File: src/design/qdc_pkg.sv
// Shared types, codes and the Gray-code step table for the quadrature detent counter.
package qdc_pkg;

	localparam int unsigned POS_W   = 32;
	localparam int unsigned EXT_W   = POS_W + 2;
	localparam int unsigned SCALE_W = 31;
	localparam int unsigned ACC_W   = 4;
	localparam int unsigned CIDX_W  = 3;

	localparam logic [SCALE_W-1:0] SCALE_MIN = SCALE_W'(1);
	localparam logic [SCALE_W-1:0] SCALE_MAX = SCALE_W'(2147183647);

	localparam logic signed [ACC_W-1:0] DETENT_UP   = ACC_W'(4);
	localparam logic signed [ACC_W-1:0] DETENT_DOWN = -ACC_W'(4);

	typedef enum logic [1:0] {
		ACT_SAMPLE = 2'd0,
		ACT_LOAD   = 2'd1,
		ACT_READ   = 2'd2,
		ACT_NONE   = 2'd3
	} action_t;

	typedef enum logic [CIDX_W-1:0] {
		REG_STEP_SCALE    = 3'd0,
		REG_COUNT_FORWARD = 3'd1,
		REG_LIMIT_ENABLE  = 3'd2,
		REG_LOWER_LIMIT   = 3'd3,
		REG_UPPER_LIMIT   = 3'd4
	} cfg_reg_t;

	typedef struct packed {
		logic [1:0]              action;
		logic                    line_a;
		logic                    line_b;
		logic signed [POS_W-1:0] load_value;
	} in_req_t;

	typedef struct packed {
		logic signed [POS_W-1:0] position_now;
		logic                    stepped;
		logic                    motion_seen;
	} out_rsp_t;

	// Gray order 00 -> 01 -> 11 -> 10 -> 00 is +1; reverse is -1; repeat or jump is 0.
	function automatic logic signed [1:0] gray_delta(input logic [1:0] from_code,
			input logic [1:0] to_code);
		logic signed [1:0] d;
		unique case ({from_code, to_code})
			4'b0001, 4'b0111, 4'b1000, 4'b1110: d = 2'sb01;
			4'b0010, 4'b0100, 4'b1011, 4'b1101: d = 2'sb11;
			default:                            d = 2'sb00;
		endcase
		return d;
	endfunction

endpackage

File: src/design/quadrature_detent_counter_top.sv
// Top level of the quadrature detent counter: request register, update logic, result register.
//
// Usage notes:
// - Input channel (in_valid / in_stall / in_req): one request per sample of the
//   two encoder lines, or a position load, or a read-and-clear of the motion flag.
// - Output channel (out_valid / out_stall / out_rsp): exactly one response per
//   request, in request order: position after the request, a detent-completed
//   bit and the motion flag as it was before a read-and-clear.
// - Config channel (cfg_valid / cfg_ready / cfg_index / cfg_data): cfg_ready is
//   always high; write only while no request is in flight.
// - A request passes through the request register, then the result register.
//   Throughput: one request per cycle while in_stall is low; the position adder,
//   limit compares and step table all fit between the request register and the
//   result register.
// - Reset (arst_n low) clears position, line history, step count, motion flag,
//   both valid bits and the config registers to their defaults.
// - A stalled response holds its payload; the request register keeps taking a
//   new request as long as it can move into the result register, so in_stall
//   is high only while both stages are full and the output is stalled.
module quadrature_detent_counter_top (
	input  logic                        clk,
	input  logic                        arst_n,
	input  logic                        in_valid,
	output logic                        in_stall,
	input  qdc_pkg::in_req_t            in_req,
	output logic                        out_valid,
	input  logic                        out_stall,
	output qdc_pkg::out_rsp_t           out_rsp,
	input  logic                        cfg_valid,
	output logic                        cfg_ready,
	input  logic [qdc_pkg::CIDX_W-1:0]  cfg_index,
	input  logic [qdc_pkg::POS_W-1:0]   cfg_data
);

	// config registers
	logic [qdc_pkg::SCALE_W-1:0]      step_scale_q;
	logic                             count_forward_q;
	logic                             limit_enable_q;
	logic signed [qdc_pkg::POS_W-1:0] lower_limit_q;
	logic signed [qdc_pkg::POS_W-1:0] upper_limit_q;

	// block state
	logic signed [qdc_pkg::POS_W-1:0] position_q;
	logic [1:0]                       prev_lines_q;
	logic signed [qdc_pkg::ACC_W-1:0] step_acc_q;
	logic                             motion_q;

	// pipeline
	logic                 valid_s1;
	qdc_pkg::in_req_t     req_s1;
	logic                 out_valid_q;
	qdc_pkg::out_rsp_t    rsp_q;

	logic in_accept;
	logic advance;

	// update logic
	logic [1:0]                       lines_now;
	logic signed [1:0]                delta;
	logic signed [qdc_pkg::ACC_W-1:0] acc_sum;
	logic                             hit_up;
	logic                             hit_down;
	logic                             neg_move;
	logic signed [qdc_pkg::EXT_W-1:0] amount;
	logic signed [qdc_pkg::EXT_W-1:0] pos_sum;
	logic signed [qdc_pkg::EXT_W-1:0] lo_ext;
	logic signed [qdc_pkg::EXT_W-1:0] hi_ext;
	logic signed [qdc_pkg::POS_W-1:0] moved_pos;

	logic signed [qdc_pkg::POS_W-1:0] position_d;
	logic [1:0]                       prev_lines_d;
	logic signed [qdc_pkg::ACC_W-1:0] step_acc_d;
	logic                             motion_d;
	qdc_pkg::out_rsp_t                rsp_d;

	logic [qdc_pkg::SCALE_W-1:0]      scale_wr;

	assign cfg_ready = 1'b1;
	assign in_stall  = valid_s1 & out_valid_q & out_stall;
	assign in_accept = in_valid & ~in_stall;
	assign advance   = valid_s1 & (~out_valid_q | ~out_stall);
	assign out_valid = out_valid_q;
	assign out_rsp   = rsp_q;

	// step_scale write is clamped into 1..max
	always_comb begin
		scale_wr = cfg_data[qdc_pkg::SCALE_W-1:0];
		if (scale_wr < qdc_pkg::SCALE_MIN) begin
			scale_wr = qdc_pkg::SCALE_MIN;
		end else if (scale_wr > qdc_pkg::SCALE_MAX) begin
			scale_wr = qdc_pkg::SCALE_MAX;
		end
	end

	always_ff @(posedge clk or negedge arst_n) begin
		if (!arst_n) begin
			step_scale_q    <= qdc_pkg::SCALE_MIN;
			count_forward_q <= 1'b1;
			limit_enable_q  <= 1'b0;
			lower_limit_q   <= '0;
			upper_limit_q   <= '0;
		end else if (cfg_valid && cfg_ready) begin
			unique case (cfg_index)
				qdc_pkg::REG_STEP_SCALE:    step_scale_q    <= scale_wr;
				qdc_pkg::REG_COUNT_FORWARD: count_forward_q <= cfg_data[0];
				qdc_pkg::REG_LIMIT_ENABLE:  limit_enable_q  <= cfg_data[0];
				qdc_pkg::REG_LOWER_LIMIT:   lower_limit_q   <= cfg_data;
				qdc_pkg::REG_UPPER_LIMIT:   upper_limit_q   <= cfg_data;
				default: ;
			endcase
		end
	end

	// Detent move: reaching +4 moves by -scale*dir, reaching -4 by +scale*dir.
	// Sum is kept two bits wider so the clamp compares see the exact value.
	always_comb begin
		lines_now = {req_s1.line_a, req_s1.line_b};
		delta     = qdc_pkg::gray_delta(prev_lines_q, lines_now);
		acc_sum   = step_acc_q + qdc_pkg::ACC_W'(delta);
		hit_up    = (acc_sum == qdc_pkg::DETENT_UP);
		hit_down  = (acc_sum == qdc_pkg::DETENT_DOWN);
		neg_move  = ~count_forward_q ^ hit_up;
		amount    = neg_move ? -$signed({3'b000, step_scale_q}) : $signed({3'b000, step_scale_q});
		pos_sum   = qdc_pkg::EXT_W'(position_q) + amount;
		lo_ext    = qdc_pkg::EXT_W'(lower_limit_q);
		hi_ext    = qdc_pkg::EXT_W'(upper_limit_q);
		if (!limit_enable_q) begin
			moved_pos = pos_sum[qdc_pkg::POS_W-1:0];
		end else if (pos_sum < lo_ext) begin
			moved_pos = lower_limit_q;
		end else if (pos_sum > hi_ext) begin
			moved_pos = upper_limit_q;
		end else begin
			moved_pos = pos_sum[qdc_pkg::POS_W-1:0];
		end
	end

	always_comb begin
		position_d   = position_q;
		prev_lines_d = prev_lines_q;
		step_acc_d   = step_acc_q;
		motion_d     = motion_q;
		rsp_d        = '0;
		unique case (qdc_pkg::action_t'(req_s1.action))
			qdc_pkg::ACT_SAMPLE: begin
				prev_lines_d = lines_now;
				if (hit_up || hit_down) begin
					position_d    = moved_pos;
					step_acc_d    = '0;
					motion_d      = 1'b1;
					rsp_d.stepped = 1'b1;
				end else begin
					step_acc_d = acc_sum;
				end
			end
			qdc_pkg::ACT_LOAD: begin
				position_d = req_s1.load_value;   // never clamped
			end
			qdc_pkg::ACT_READ: begin
				rsp_d.motion_seen = motion_q;
				motion_d          = 1'b0;
			end
			default: ;   // unknown action leaves state alone
		endcase
		rsp_d.position_now = position_d;
	end

	always_ff @(posedge clk or negedge arst_n) begin
		if (!arst_n) begin
			position_q   <= '0;
			prev_lines_q <= '0;
			step_acc_q   <= '0;
			motion_q     <= 1'b0;
		end else if (advance) begin
			position_q   <= position_d;
			prev_lines_q <= prev_lines_d;
			step_acc_q   <= step_acc_d;
			motion_q     <= motion_d;
		end
	end

	// request register
	always_ff @(posedge clk or negedge arst_n) begin
		if (!arst_n) begin
			valid_s1 <= 1'b0;
		end else if (in_accept) begin
			valid_s1 <= 1'b1;
		end else if (advance) begin
			valid_s1 <= 1'b0;
		end
	end

	always_ff @(posedge clk) begin
		if (in_accept) begin
			req_s1 <= in_req;
		end
	end

	// result register
	always_ff @(posedge clk or negedge arst_n) begin
		if (!arst_n) begin
			out_valid_q <= 1'b0;
		end else if (advance) begin
			out_valid_q <= 1'b1;
		end else if (!out_stall) begin
			out_valid_q <= 1'b0;
		end
	end

	always_ff @(posedge clk) begin
		if (advance) begin
			rsp_q <= rsp_d;
		end
	end

endmodule

File: config.mk
export PLATFORM = sky130hd
export DESIGN_NAME = quadrature_detent_counter_top
export DESIGN_NICKNAME = d
export VERILOG_FILES = /design/src/design/qdc_pkg.sv /design/src/design/quadrature_detent_counter_top.sv
export SDC_FILE = /design/constraint.sdc
export NUM_CORES = 1
export LEC_CHECK = 0
export ABC_AREA = 0
export BUFFER_PORTS_ARGS = -buffer_cell sky130_fd_sc_hd__buf_2
export CORE_UTILIZATION = 60
export CTS_CLUSTER_SIZE = 20
export DETAILED_ROUTE_END_ITERATION = 12
export GPL_ROUTABILITY_DRIVEN = 0
export PLACE_DENSITY = 0.8
export SYNTH_ARGS = -nofsm -noshare
export SYNTH_HDL_FRONTEND = slang
export SYNTH_SLANG_ARGS = --single-unit
File: constraint.sdc
create_clock -name clk -period 14.95 [get_ports clk]
set_input_delay 1.495 -clock clk [delete_from_list [all_inputs] [get_ports clk]]
set_output_delay 1.495 -clock clk [all_outputs]
set_load 0.1 [all_outputs]
Yosys cells after proc, flatten, opt, wreduce, memory -nomap -nowiden
Memories as Yosys holds them, arrays and structs flattened.
Index checks and enable logic that the tools add are counted.
{"block": "totals", "reg_bits": 208, "rom_bits": 32, "inputBits": 76, "out_inout_bits": 37, "wordCells": 74, "mem_count": 1}
{"block": "classes", "addsub": 3, "magnitude_cmp": 4, "n_eq_ne": 10, "mux": 16, "bitwise": 10, "n_reduce_logical": 12}
{"name": "(no name shown)", "depth": 16, "word_bits": 2, "read_ports": 1, "rd_ports_with_merged_regs": 0, "write_ports": 0, "line": "qdc_pkg.sv:48", "source": "unique case ({from_code, to_code})"}
{"cell": "$mux 32", "count": 4}
{"cell": "$pmux 32 s2", "count": 1}
{"cell": "$mux 31", "count": 2}
{"cell": "$add 32x34->34", "count": 1}
{"cell": "$gt 34x32->1", "count": 1}
{"cell": "$lt 34x32->1", "count": 1}
{"cell": "$mux 34", "count": 1}
{"cell": "$neg 31->34", "count": 1}
{"cell": "$gt 31x31->1 const B", "count": 1}
{"cell": "$lt 31x1->1 const B", "count": 1}
{"cell": "$reduce_and 2->1", "count": 6}
{"cell": "$eq 3x2->1 const B", "count": 2}
{"cell": "$mux 1", "count": 6}
{"cell": "$add 4x2->4", "count": 1}
{"cell": "$and 1x1->1", "count": 4}
{"cell": "$eq 4x3->1 const B", "count": 1}
{"cell": "$eq 4x4->1 const B", "count": 1}
{"cell": "$mux 4", "count": 1}
{"cell": "$not 1->1", "count": 4}
{"cell": "$reduce_bool 2->1", "count": 2}
{"cell": "$eq 3x1->1 const B", "count": 1}
{"cell": "$eq 3x3->1 const B", "count": 1}
{"cell": "$logic_not 3->1", "count": 1}
{"cell": "$reduce_and 3->1", "count": 1}
{"cell": "other kinds (9)", "count": 9}

Longest topological paths before layout
Gate-level depths: netlist of the first run.
An unclocked memory read counts as a cell.
{"block": "logic_depth", "depth_word": 12, "depth_mapped": 35, "mapped_depth_nobuf": 32}

Least setup slack after synthesis of the first run
OpenSTA, ideal clock, no wires.
{"block": "synth_path", "kind": "reg-to-reg", "startpoint": "register req_s1 (netlist bit lines_now[0])", "endpoint": "register rsp_q (netlist bit out_rsp[19]) (data pin)", "setup_ps": 266, "t_arrival_ps": 6990, "t_required_ps": 14684, "path_slack_ps": 7694, "stages_incl_launch_ff": 34, "n_path_buf": 2, "synth_period_minus_slack_ps": 7256, "cell_sequence": "edfxtp_1 > ha_1 > mux4_2 > ha_1 > a21o_1 > a21oi_1 > xor2_1 > xnor2_1 > nor2_1 > xnor2_1 > clkbuf_1 > o21ai_0 > xnor2_1 > ha_1 > a21o_1 > a311o_1 > nor4b_2 > or2_1 > a31oi_4 > nor2b_1 > o21ai_0 > a21oi_1 > xor2_1 > ha_1 > nand4_1 > nor4b_2 > o211ai_1 > o311ai_1 > o211ai_2 > a211oi_2 > buf_2 > a221oi_1 > a22oi_1 > o21ai_1"}
{"block": "synth_between", "elab_chain_len": 12, "word_cells_on_any_way": 15, "cone_classes": "2 x add/sub; 2 x order compare; 2 x eq/ne; 6 x mux; 1 x bitwise; 1 x reduce/logical; 1 x memory"}
{"element": "start, declared", "line": "quadrature_detent_counter_top.sv:50", "source": "qdc_pkg::in_req_t req_s1;"}
{"element": "start signal, assigned", "line": "quadrature_detent_counter_top.sv:195", "source": "req_s1 <= in_req;"}
{"element": "$mem_v2 16x2 *"}
{"element": "$add 4x2->4 *", "line": "quadrature_detent_counter_top.sv:119", "source": "acc_sum = step_acc_q + qdc_pkg::ACC_W'(delta);"}
{"element": "$eq 4x4->1", "line": "quadrature_detent_counter_top.sv:120", "source": "hit_up = (acc_sum == qdc_pkg::DETENT_UP);"}
{"element": "$xor 1x1->1", "line": "quadrature_detent_counter_top.sv:122", "source": "neg_move = ~count_forward_q ^ hit_up;"}
{"element": "$mux 34", "line": "quadrature_detent_counter_top.sv:123", "source": "amount = neg_move ? -$signed({3'b000, step_scale_q}) : $signed({3'b000, step_scale_q});"}
{"element": "$add 32x34->34", "line": "quadrature_detent_counter_top.sv:124", "source": "pos_sum = qdc_pkg::EXT_W'(position_q) + amount;"}
{"element": "$gt 34x32->1", "line": "quadrature_detent_counter_top.sv:131", "source": "end else if (pos_sum > hi_ext) begin"}
{"element": "$mux 32", "line": "quadrature_detent_counter_top.sv:131"}
{"element": "$mux 32", "line": "quadrature_detent_counter_top.sv:129", "source": "end else if (pos_sum < lo_ext) begin"}
{"element": "$mux 32", "line": "quadrature_detent_counter_top.sv:127", "source": "if (!limit_enable_q) begin"}
{"element": "$mux 32 *", "line": "quadrature_detent_counter_top.sv:147", "source": "if (hit_up || hit_down) begin"}
{"element": "$pmux 32 s2 *", "line": "quadrature_detent_counter_top.sv:144", "source": "unique case (qdc_pkg::action_t'(req_s1.action))"}
{"element": "named net position_d, one bit", "line": "quadrature_detent_counter_top.sv:70", "source": "logic signed [qdc_pkg::POS_W-1:0] position_d;"}
{"element": "end signal, assigned", "line": "quadrature_detent_counter_top.sv:212", "source": "rsp_q <= rsp_d;"}
{"element": "end, declared", "line": "quadrature_detent_counter_top.sv:52", "source": "qdc_pkg::out_rsp_t rsp_q;"}
Mark *: on every way through the listed nets, which the timed path passes. The rest lies on a longest branch.
A chain may end at the register's enable or synchronous reset.

Final worst setup path of the first run
{"block": "layout_path", "startpoint": "register req_s1 (netlist bit lines_now[0])", "endpoint": "register rsp_q (netlist bit out_rsp[17]) (data pin)"}
The elaborated chain is that of the path after synthesis.

==> load_flow_metrics.sql, run 1 <==
INSERT INTO impl_metrics (metric_group, metric, value, unit) VALUES
('final_layout', 'num_antenna_cells', '0', ''),
('drt', 'total_routed_wirelength', '38800', 'um'),
('synthesis', 'synth_area_per_inst', '9.84', 'um2'),
('min_path', 'worstHoldPathCells', '2', ''),
('job', 'cap_violations', '0', ''),
('status', 'status', 'finished, final reports clean', ''),
('sta', 'finalCritPeriodShare', '0.666', ''),
('clocking', 'clockRootBuffer', 'sky130_fd_sc_hd__clkbuf_16', ''),
('floorplanning', 'fp.dieW', '149', 'um'),
('synthesis', 'synth_cells', '1316', ''),
('worst_setup_path', 'startpoint_type', 'flip-flop', ''),
('sta', 'fin_crit', '9.96', 'ns'),
('sta', 'final-hold-violation-count', '0', ''),
('grt', 'grt.overflow.total', '0', ''),
('final_layout', 'layout.cells.most_common_list', 'sky130_fd_sc_hd__nand2_1, sky130_fd_sc_hd__dfrtp_1, sky130_fd_sc_hd__o21ai_0', ''),
('synthesis', 'synth_ff_type', 'sky130_fd_sc_hd__dfrtp_1', ''),
('worst_setup_path', 'path_class', 'flip-flop to flip-flop', ''),
('clocking', 'cts_max_level', '1', ''),
('worst_setup_path', 'cp-end-kind', 'flip-flop', ''),
('floorplanning', 'start_util', '0.614', ''),
('min_path', 'destination_of_the_worst_hold_path', 'step_acc_q[2]$_DFFE_PN0P_', ''),
('synthesis', 'yosys_warnings', '0', ''),
('clocking', 'cts_setup_buffers', '0', ''),
('grt', 'largest_net_degree_at_the_start_of_global_routing', '80', ''),
('min_path', 'min_from', 'step_acc_q[2]$_DFFE_PN0P_', ''),
('sta', 'fmax', '100', 'MHz'),
('drt', 'dr.pass1.iters', '6', ''),
('worst_setup_path', 'largest_fanout_on_the_critical_path', '22', ''),
('grt', 'wire_length_of_the_first_global_routing_pass', '59700', 'um'),
('floorplanning', 'die_y', '149', 'um'),
('worst_setup_path', 'number_of_cell_instances_on_the_worst_register_to_register_path', '32', ''),
('floorplanning', 'die_area', '22200', 'um2'),
('floorplanning', 'row_count', '53', ''),
('final_layout', 'final_nets', '1597', ''),
('placement', 'place.detailed.hpwl', '29300', 'um'),
('clocking', 'ctsLongestPathBuffers', '3', ''),
('sta', 'grt_setup_unrepaired', 'false', ''),
('clocking', 'clock-sinks', '208', ''),
('sta', 'max_slew_margin', '0.166', ''),
('synthesis', 'sequential_fraction_of_the_synthesis_area', '0.429', ''),
('grt', 'gr-usage-all-layers', '0.353', ''),
('clocking', 'cts_hold_repair.buffers', '0', ''),
('synthesis', 'synth.distinct_cells', '93', ''),
('sta', 'tns', '0', 'ns'),
('grt', 'initial_antenna_violation_count', '0', ''),
('clocking', 'clkLatencyLatePin', '0.52', 'ns'),
('synthesis', 'postSynthRegisterBits', '208', ''),
('worst_setup_path', 'critPathSlowestCell', 'sky130_fd_sc_hd__a31oi_2', ''),
('worst_setup_path', 'crit-reg2reg-capture', 'out_rsp[17]$_DFFE_PP_', ''),
('worst_setup_path', 'cp.buffers_inverters', '1', ''),
('sta', 'finalSetupViolations', '0', ''),
('floorplanning', 'core', '21100', 'um2'),
('synthesis', 'postSynthNetCount', '1503', ''),
('worst_setup_path', 'worst_path_largest_cell_delay', '0.96', 'ns'),
('worst_setup_path', 'regToRegStartpoint', 'lines_now[0]$_DFFE_PP_', ''),
('drt', 'drc', '0', ''),
('placement', 'post_dp_cell_area', '13700', 'um2'),
('final_layout', 'final_cell_area', '14500', 'um2'),
('drt', 'drt_iter0_markers', '1429', ''),
('clocking', 'tritoncts_clock_tree', 'done', ''),
('sta', 'tightest_slew', '1.25', 'ns'),
('final_layout', 'final_layout_size_suffix_gt1_frac', '0.157', ''),
('drt', 'detailroute.via_count', '11400', ''),
('sta', 'whs', '0.502', 'ns'),
('final_layout', 'layout.cells.most_common', 'sky130_fd_sc_hd__nand2_1', ''),
('sta', 'final.setup_skew', '0.0207', 'ns'),
('worst_setup_path', 'critical_path_required', '15.29', 'ns'),
('clocking', 'post_cts_resized', '0', ''),
('final_layout', 'syn2layout_area_growth', '12.1', '%'),
('worst_setup_path', 'regToRegSetupSlack', '4.99', 'ns'),
('synthesis', 'synthesis.area', '13000', 'um2');
logic make-up (layout without fill, tap and decap cells):
family | after synthesis | after routing | synth area share
compound gates | 439 | 439 | 0.226
xor+xnor | 65 | 65 | 0.0440
fa+ha+maj | 111 | 111 | 0.108
buf+inv | 143 | 253 | 0.0432
flops | 208 | 208 | 0.429
mux | 34 | 34 | 0.0303
other cells | 1 | 1 | 0.000290
simple gates | 315 | 315 | 0.119
synthesized netlist by cell type (4+ instances only):
| cell type | instances | share of area |
|---|---|---|
| sky130_fd_sc_hd__a211oi_1 | 4 | 0.0023 |
| sky130_fd_sc_hd__a21o_1 | 20 | 0.012 |
| sky130_fd_sc_hd__a21oi_1 | 80 | 0.031 |
| sky130_fd_sc_hd__a221o_1 | 6 | 0.0046 |
| sky130_fd_sc_hd__a221oi_1 | 6 | 0.0041 |
| sky130_fd_sc_hd__a22o_1 | 27 | 0.018 |
| sky130_fd_sc_hd__a22oi_1 | 52 | 0.030 |
| sky130_fd_sc_hd__a2bb2oi_1 | 4 | 0.0027 |
| sky130_fd_sc_hd__a31oi_1 | 13 | 0.0063 |
| sky130_fd_sc_hd__and2_1 | 5 | 0.0024 |
| sky130_fd_sc_hd__and3_1 | 9 | 0.0043 |
| sky130_fd_sc_hd__buf_2 | 6 | 0.0023 |
| sky130_fd_sc_hd__clkbuf_1 | 45 | 0.013 |
| sky130_fd_sc_hd__dfrtp_1 | 136 | 0.26 |
| sky130_fd_sc_hd__edfxtp_1 | 70 | 0.16 |
| sky130_fd_sc_hd__ha_1 | 109 | 0.11 |
| sky130_fd_sc_hd__inv_1 | 84 | 0.024 |
| sky130_fd_sc_hd__mux2_2 | 32 | 0.028 |
| sky130_fd_sc_hd__nand2_1 | 145 | 0.042 |
| sky130_fd_sc_hd__nand2b_1 | 9 | 0.0043 |
| sky130_fd_sc_hd__nand3_1 | 22 | 0.0085 |
| sky130_fd_sc_hd__nand4_1 | 25 | 0.012 |
| sky130_fd_sc_hd__nor2_1 | 35 | 0.010 |
| sky130_fd_sc_hd__nor2b_1 | 8 | 0.0039 |
| sky130_fd_sc_hd__nor3_1 | 18 | 0.0070 |
| sky130_fd_sc_hd__nor4_1 | 12 | 0.0058 |
| sky130_fd_sc_hd__o211ai_1 | 9 | 0.0052 |
| sky130_fd_sc_hd__o21a_1 | 8 | 0.0046 |
| sky130_fd_sc_hd__o21ai_0 | 118 | 0.046 |
| sky130_fd_sc_hd__o21ai_1 | 20 | 0.0077 |
| sky130_fd_sc_hd__o221ai_1 | 6 | 0.0041 |
| sky130_fd_sc_hd__o22ai_1 | 6 | 0.0029 |
| sky130_fd_sc_hd__o31ai_1 | 10 | 0.0058 |
| sky130_fd_sc_hd__o41ai_1 | 4 | 0.0027 |
| sky130_fd_sc_hd__or3_1 | 6 | 0.0029 |
| sky130_fd_sc_hd__xnor2_1 | 42 | 0.028 |
| sky130_fd_sc_hd__xor2_1 | 23 | 0.016 |
worst register-to-register path, delay by kind of cell, from the launching register on:
kind	cells	cell delay, ns
adders and majority gates	4	1.38
xor gates and xnor gates	5	1.45
DFF	1	0.43
AOI/OAI and AO/OA	17	4.46
buffers and inverters	1	0.33
and+or+nand+nor	4	1.19
muxes	1	0.55
registers in the layout, indices dropped and copies added (netlist names), 4 cells and up:
name	cells
out_rsp	34
req_s1	34
lower_limit_q	32
position_q	32
upper_limit_q	32
step_scale_q	31
step_acc_q	4
worst max path at each step:
stage | from | end | cells after the start | slack (ns)
after floorplan | lines_now[0]$_DFFE_PP_ | out_rsp[19]$_DFFE_PP_ | 33 | 7.69
after global placement | lines_now[0]$_DFFE_PP_ | out_rsp[17]$_DFFE_PP_ | 33 | 5.77
after detailed placement | lines_now[0]$_DFFE_PP_ | out_rsp[17]$_DFFE_PP_ | 33 | 5.39
after CTS | lines_now[0]$_DFFE_PP_ | out_rsp[17]$_DFFE_PP_ | 33 | 5.35
after global routing | lines_now[0]$_DFFE_PP_ | out_rsp[17]$_DFFE_PP_ | 33 | 4.54
final | lines_now[0]$_DFFE_PP_ | out_rsp[17]$_DFFE_PP_ | 32 | 4.99
per-stage QoR:
stage | utilization | worst slack [ns] | cells
after floorplan | - | 7.69 | 1316
after global placement | 0.652 | 5.77 | 1661
after detailed placement | 0.652 | 5.39 | 1661
after CTS | 0.689 | 5.35 | 1701
after global routing | 0.689 | 4.54 | 1701
final | 0.689 | 4.99 | 1701
area by class of cell:
class                      count  share of cell area
tap                          275              0.0237
timing repair buffer         126              0.0464
clock buffer                  31              0.0446
inverter                      87              0.0225
multi-input combinational    965               0.471
clock inverter                 9             0.00870
sequential                   208               0.383
per-layer routing:
metal  vias up  share of wire  track usage
met5         -              0            0
met4         0          0.037        0.136
met3       107           0.12       0.0881
met2       734           0.43        0.528
met1      5451           0.41        0.493
li1       5093              -            -
Power of run 1 is left out: the tool's default activity adds up to more than one toggle a clock period on the data nets, which glitch-free logic cannot reach.
==> run 2, diff against run 1 <==
ABC_AREA = 1   (was 0)
CORE_UTILIZATION = 56   (was 60)
PLACE_DENSITY = 0.78   (was 0.8)
clock period = 8.7 ns   (was 14.95 ns; I/O delays follow)
==> run 2 against run 1 <==
Effect of this change:
- clock-buffer cell count is 3 higher
- via count is 30% higher
- register-to-register slack worse by 4.3 ns
- sequential share of layout area is 5.4 points lower
- largest cell class unchanged
==> load_flow_metrics.sql, run 2 <==
INSERT INTO impl_metrics (metric_group, metric, value, unit) VALUES
('status', 'status', 'finished, final reports clean', ''),
('grt', 'grt.overflow.total', '0', ''),
('synthesis', 'synth_cells', '2183', ''),
('synthesis', 'synth_area_per_inst', '7.01', 'um2'),
('sta', 'finalMaxSlewViolations', '0', ''),
('sta', 'finalSetupViolations', '0', ''),
('final_layout', 'final_nets', '2450', ''),
('worst_setup_path', 'critPathSlowestCell', 'sky130_fd_sc_hd__fa_1', ''),
('clocking', 'clk_pin_slew', '0.06', 'ns'),
('final_layout', 'final_layout_size_suffix_gt1_frac', '0.0811', ''),
('drt', 'total_routed_wirelength', '45000', 'um'),
('synthesis', 'synthesis.area', '15300', 'um2'),
('placement', 'portBuffers', '111', ''),
('worst_setup_path', 'startpoint_type', 'flip-flop', ''),
('worst_setup_path', 'critical_path_required', '9.05', 'ns'),
('clocking', 'post_cts_resized', '0', ''),
('synthesis', 'netlist.area_leader.share', '0.223', ''),
('worst_setup_path', 'critPathMostFrequentCell', 'sky130_fd_sc_hd__nand2_1', ''),
('worst_setup_path', 'critPathArrivalTime', '8.35', 'ns'),
('synthesis', 'postSynthNetCount', '2370', ''),
('grt', 'initial_antenna_violation_count', '0', ''),
('drt', 'drc', '0', ''),
('sta', 'finalCritPeriodShare', '0.919', ''),
('synthesis', 'yosys.cell_count.top_type', 'sky130_fd_sc_hd__nand2_1', ''),
('floorplanning', 'core', '26900', 'um2'),
('sta', 'tightest_slew', '1.18', 'ns'),
('floorplanning', 'floorplan.io_pins', '113', ''),
('synthesis', 'sequential_fraction_of_the_synthesis_area', '0.363', ''),
('synthesis', 'synth.distinct_cells', '54', ''),
('placement', 'place.detailed.hpwl', '33900', 'um'),
('worst_setup_path', 'worst_path_largest_cell_delay', '0.50', 'ns'),
('clocking', 'numCtsBuffers', '25', ''),
('floorplanning', 'die_y', '167', 'um'),
('sta', 'fin_crit', '7.99', 'ns'),
('drt', 'drt_iter0_markers', '1441', ''),
('final_layout', 'layout.cells.most_common', 'sky130_fd_sc_hd__nand2_1', ''),
('clocking', 'tritoncts_clock_tree', 'done', ''),
('synthesis', 'synth_area_leader_cell', 'sky130_fd_sc_hd__dfrtp_1', ''),
('sta', 'final-hold-violation-count', '0', ''),
('sta', 'fmax', '125', 'MHz'),
('drt', 'avgRoutedWirePerCell', '17.1', 'um'),
('floorplanning', 'row_count', '60', ''),
('floorplanning', 'fp.dieW', '167', 'um'),
('final_layout', 'layout.cells.most_common_list', 'sky130_fd_sc_hd__nand2_1, sky130_fd_sc_hd__inv_1, sky130_fd_sc_hd__o21ai_0', ''),
('clocking', 'cts_hold_repair.buffers', '0', ''),
('clocking', 'ctsLongestPathBuffers', '3', ''),
('grt', 'largest_net_degree_at_the_start_of_global_routing', '77', ''),
('sta', 'grt_setup_unrepaired', 'false', ''),
('synthesis', 'synth_enable_flop_cells', '70', ''),
('sta', 'max_slew_margin', '0.210', ''),
('final_layout', 'num_antenna_cells', '0', ''),
('sta', 'final.setup_skew', '0.0121', 'ns'),
('drt', 'via_per_inst', '5.63', ''),
('job', 'cap_violations', '0', ''),
('grt', 'wire_length_of_the_first_global_routing_pass', '70900', 'um'),
('synthesis', 'ys_top_cells_by_area', 'sky130_fd_sc_hd__dfrtp_1, sky130_fd_sc_hd__nand2_1, sky130_fd_sc_hd__edfxtp_1, sky130_fd_sc_hd__inv_1, sky130_fd_sc_hd__ha_1', ''),
('synthesis', 'yosys_warnings', '0', ''),
('clocking', 'clkLatencyLatePin', '0.54', 'ns'),
('drt', 'ant_nets', '0', ''),
('synthesis', 'postSynthRegisterBits', '208', ''),
('synthesis', 'netlist_top_cells_count', 'sky130_fd_sc_hd__nand2_1, sky130_fd_sc_hd__inv_1, sky130_fd_sc_hd__o21ai_0', ''),
('floorplanning', 'die_area', '28000', 'um2'),
('clocking', 'clockRootBuffer', 'sky130_fd_sc_hd__clkbuf_16', ''),
('drt', 'dr.pass1.iters', '7', ''),
('min_path', 'hold_path_class', 'primary input to async pin', ''),
('grt', 'first_global_vias', '14000', ''),
('floorplanning', 'start_util', '0.569', ''),
('synthesis', 'async_reset_ff_frac', '0.663', ''),
('drt', 'detailroute.via_count', '14800', ''),
('worst_setup_path', 'largest_fanout_on_the_critical_path', '33', ''),
('worst_setup_path', 'path_class', 'flip-flop to flip-flop', ''),
('clocking', 'clock-sinks', '208', ''),
('grt', 'gr-usage-all-layers', '0.321', ''),
('sta', 'tns', '0', 'ns'),
('clocking', 'cts_setup_buffers', '0', ''),
('worst_setup_path', 'cp-end-kind', 'flip-flop', ''),
('synthesis', 'synth_ff_type', 'sky130_fd_sc_hd__dfrtp_1', ''),
('clocking', 'cts_max_level', '1', ''),
('final_layout', 'syn2layout_area_growth', '10.6', '%');
run 2: changes by cell type after synthesis, moves of 20 or more:
cell	delta
sky130_fd_sc_hd__a21oi_1	+23
sky130_fd_sc_hd__nor2_1	+72
sky130_fd_sc_hd__a22o_1	-27
sky130_fd_sc_hd__xor2_1	+20
sky130_fd_sc_hd__nand2_1	+483
sky130_fd_sc_hd__inv_1	+334
sky130_fd_sc_hd__nand3_1	+154
sky130_fd_sc_hd__a22oi_1	-52
sky130_fd_sc_hd__mux2_2	-32
sky130_fd_sc_hd__o21ai_0	+68
sky130_fd_sc_hd__xnor2_1	-31
sky130_fd_sc_hd__a21boi_1	+28
run 2: per-stage QoR:
stage	hold WS, ns	cells	worst slack (ns)	cell area (um2)	util
floorplan	0.434	2183	2.68	15300	-
global placement	0.465	2577	0.925	16100	0.598
detailed placement	0.468	2577	0.745	16100	0.598
CTS	0.408	2623	0.722	16900	0.629
global route	0.445	2623	0.0219	16900	0.630
finish	0.384	2623	0.707	16900	0.630
run 2: critical path: cells and delay by family, from the launching register on:
kind | cells | cell delay (ns)
fa+ha+maj | 5 | 1.73
flops | 1 | 0.43
xor+xnor | 4 | 0.96
compound gates | 4 | 0.68
simple gates | 24 | 3.47
buf+inv | 5 | 0.51
run 2: per-layer routing:
metal | GRT usage | share of wire | vias up | routed length, um
met5 | 0 | 0 | - | 0
li1 | - | - | 7087 | -
met1 | 0.395 | 0.40 | 6867 | 17800
met4 | 0.178 | 0.063 | 0 | 2840
met3 | 0.0307 | 0.066 | 163 | 2960
met2 | 0.555 | 0.47 | 645 | 21300
run 2: area by class of cell:
cell class                      instances  area, um2
Clock inverter                         12        129
Multi-Input combinational cell       1485       7870
Sequential cell                       208       5560
Clock buffer                           34        711
Timing Repair Buffer                  122        644
Fill cell                            2420       9960
Tap cell                              341        427
Inverter                              421       1580
run 2: cell families (layout without fill, tap and decap cells):
family	count (synthesis)	after routing	share of synthesized area
other cells	1	1	0.000245
xor+xnor	55	55	0.0320
fa+ha+maj	111	111	0.0918
compound gates	347	347	0.124
flops	208	208	0.363
buf+inv	490	589	0.124
simple gates	971	971	0.265
run 2: worst paths after layout:
check / start / to / slack [ns] / depth (start not counted)
setup / recovery: lines_now[0]$_DFFE_PP_ / out_rsp[33]$_DFFE_PP_ / 0.71 / 42
hold / removal: arst_n / lower_limit_q[5]$_DFFE_PN0P_ / 0.38 / 1
setup reg to reg: lines_now[0]$_DFFE_PP_ / out_rsp[33]$_DFFE_PP_ / 0.71 / 42
hold reg to reg: step_acc_q[0]$_DFFE_PN0P_ / step_acc_q[0]$_DFFE_PN0P_ / 0.48 / 2
max in group asynchronous: arst_n / step_scale_q[19]$_DFFE_PN0P_ / 7.01 / 2
min in group clk: step_acc_q[0]$_DFFE_PN0P_ / step_acc_q[0]$_DFFE_PN0P_ / 0.48 / 2
Power of run 2 is left out for the same reason.
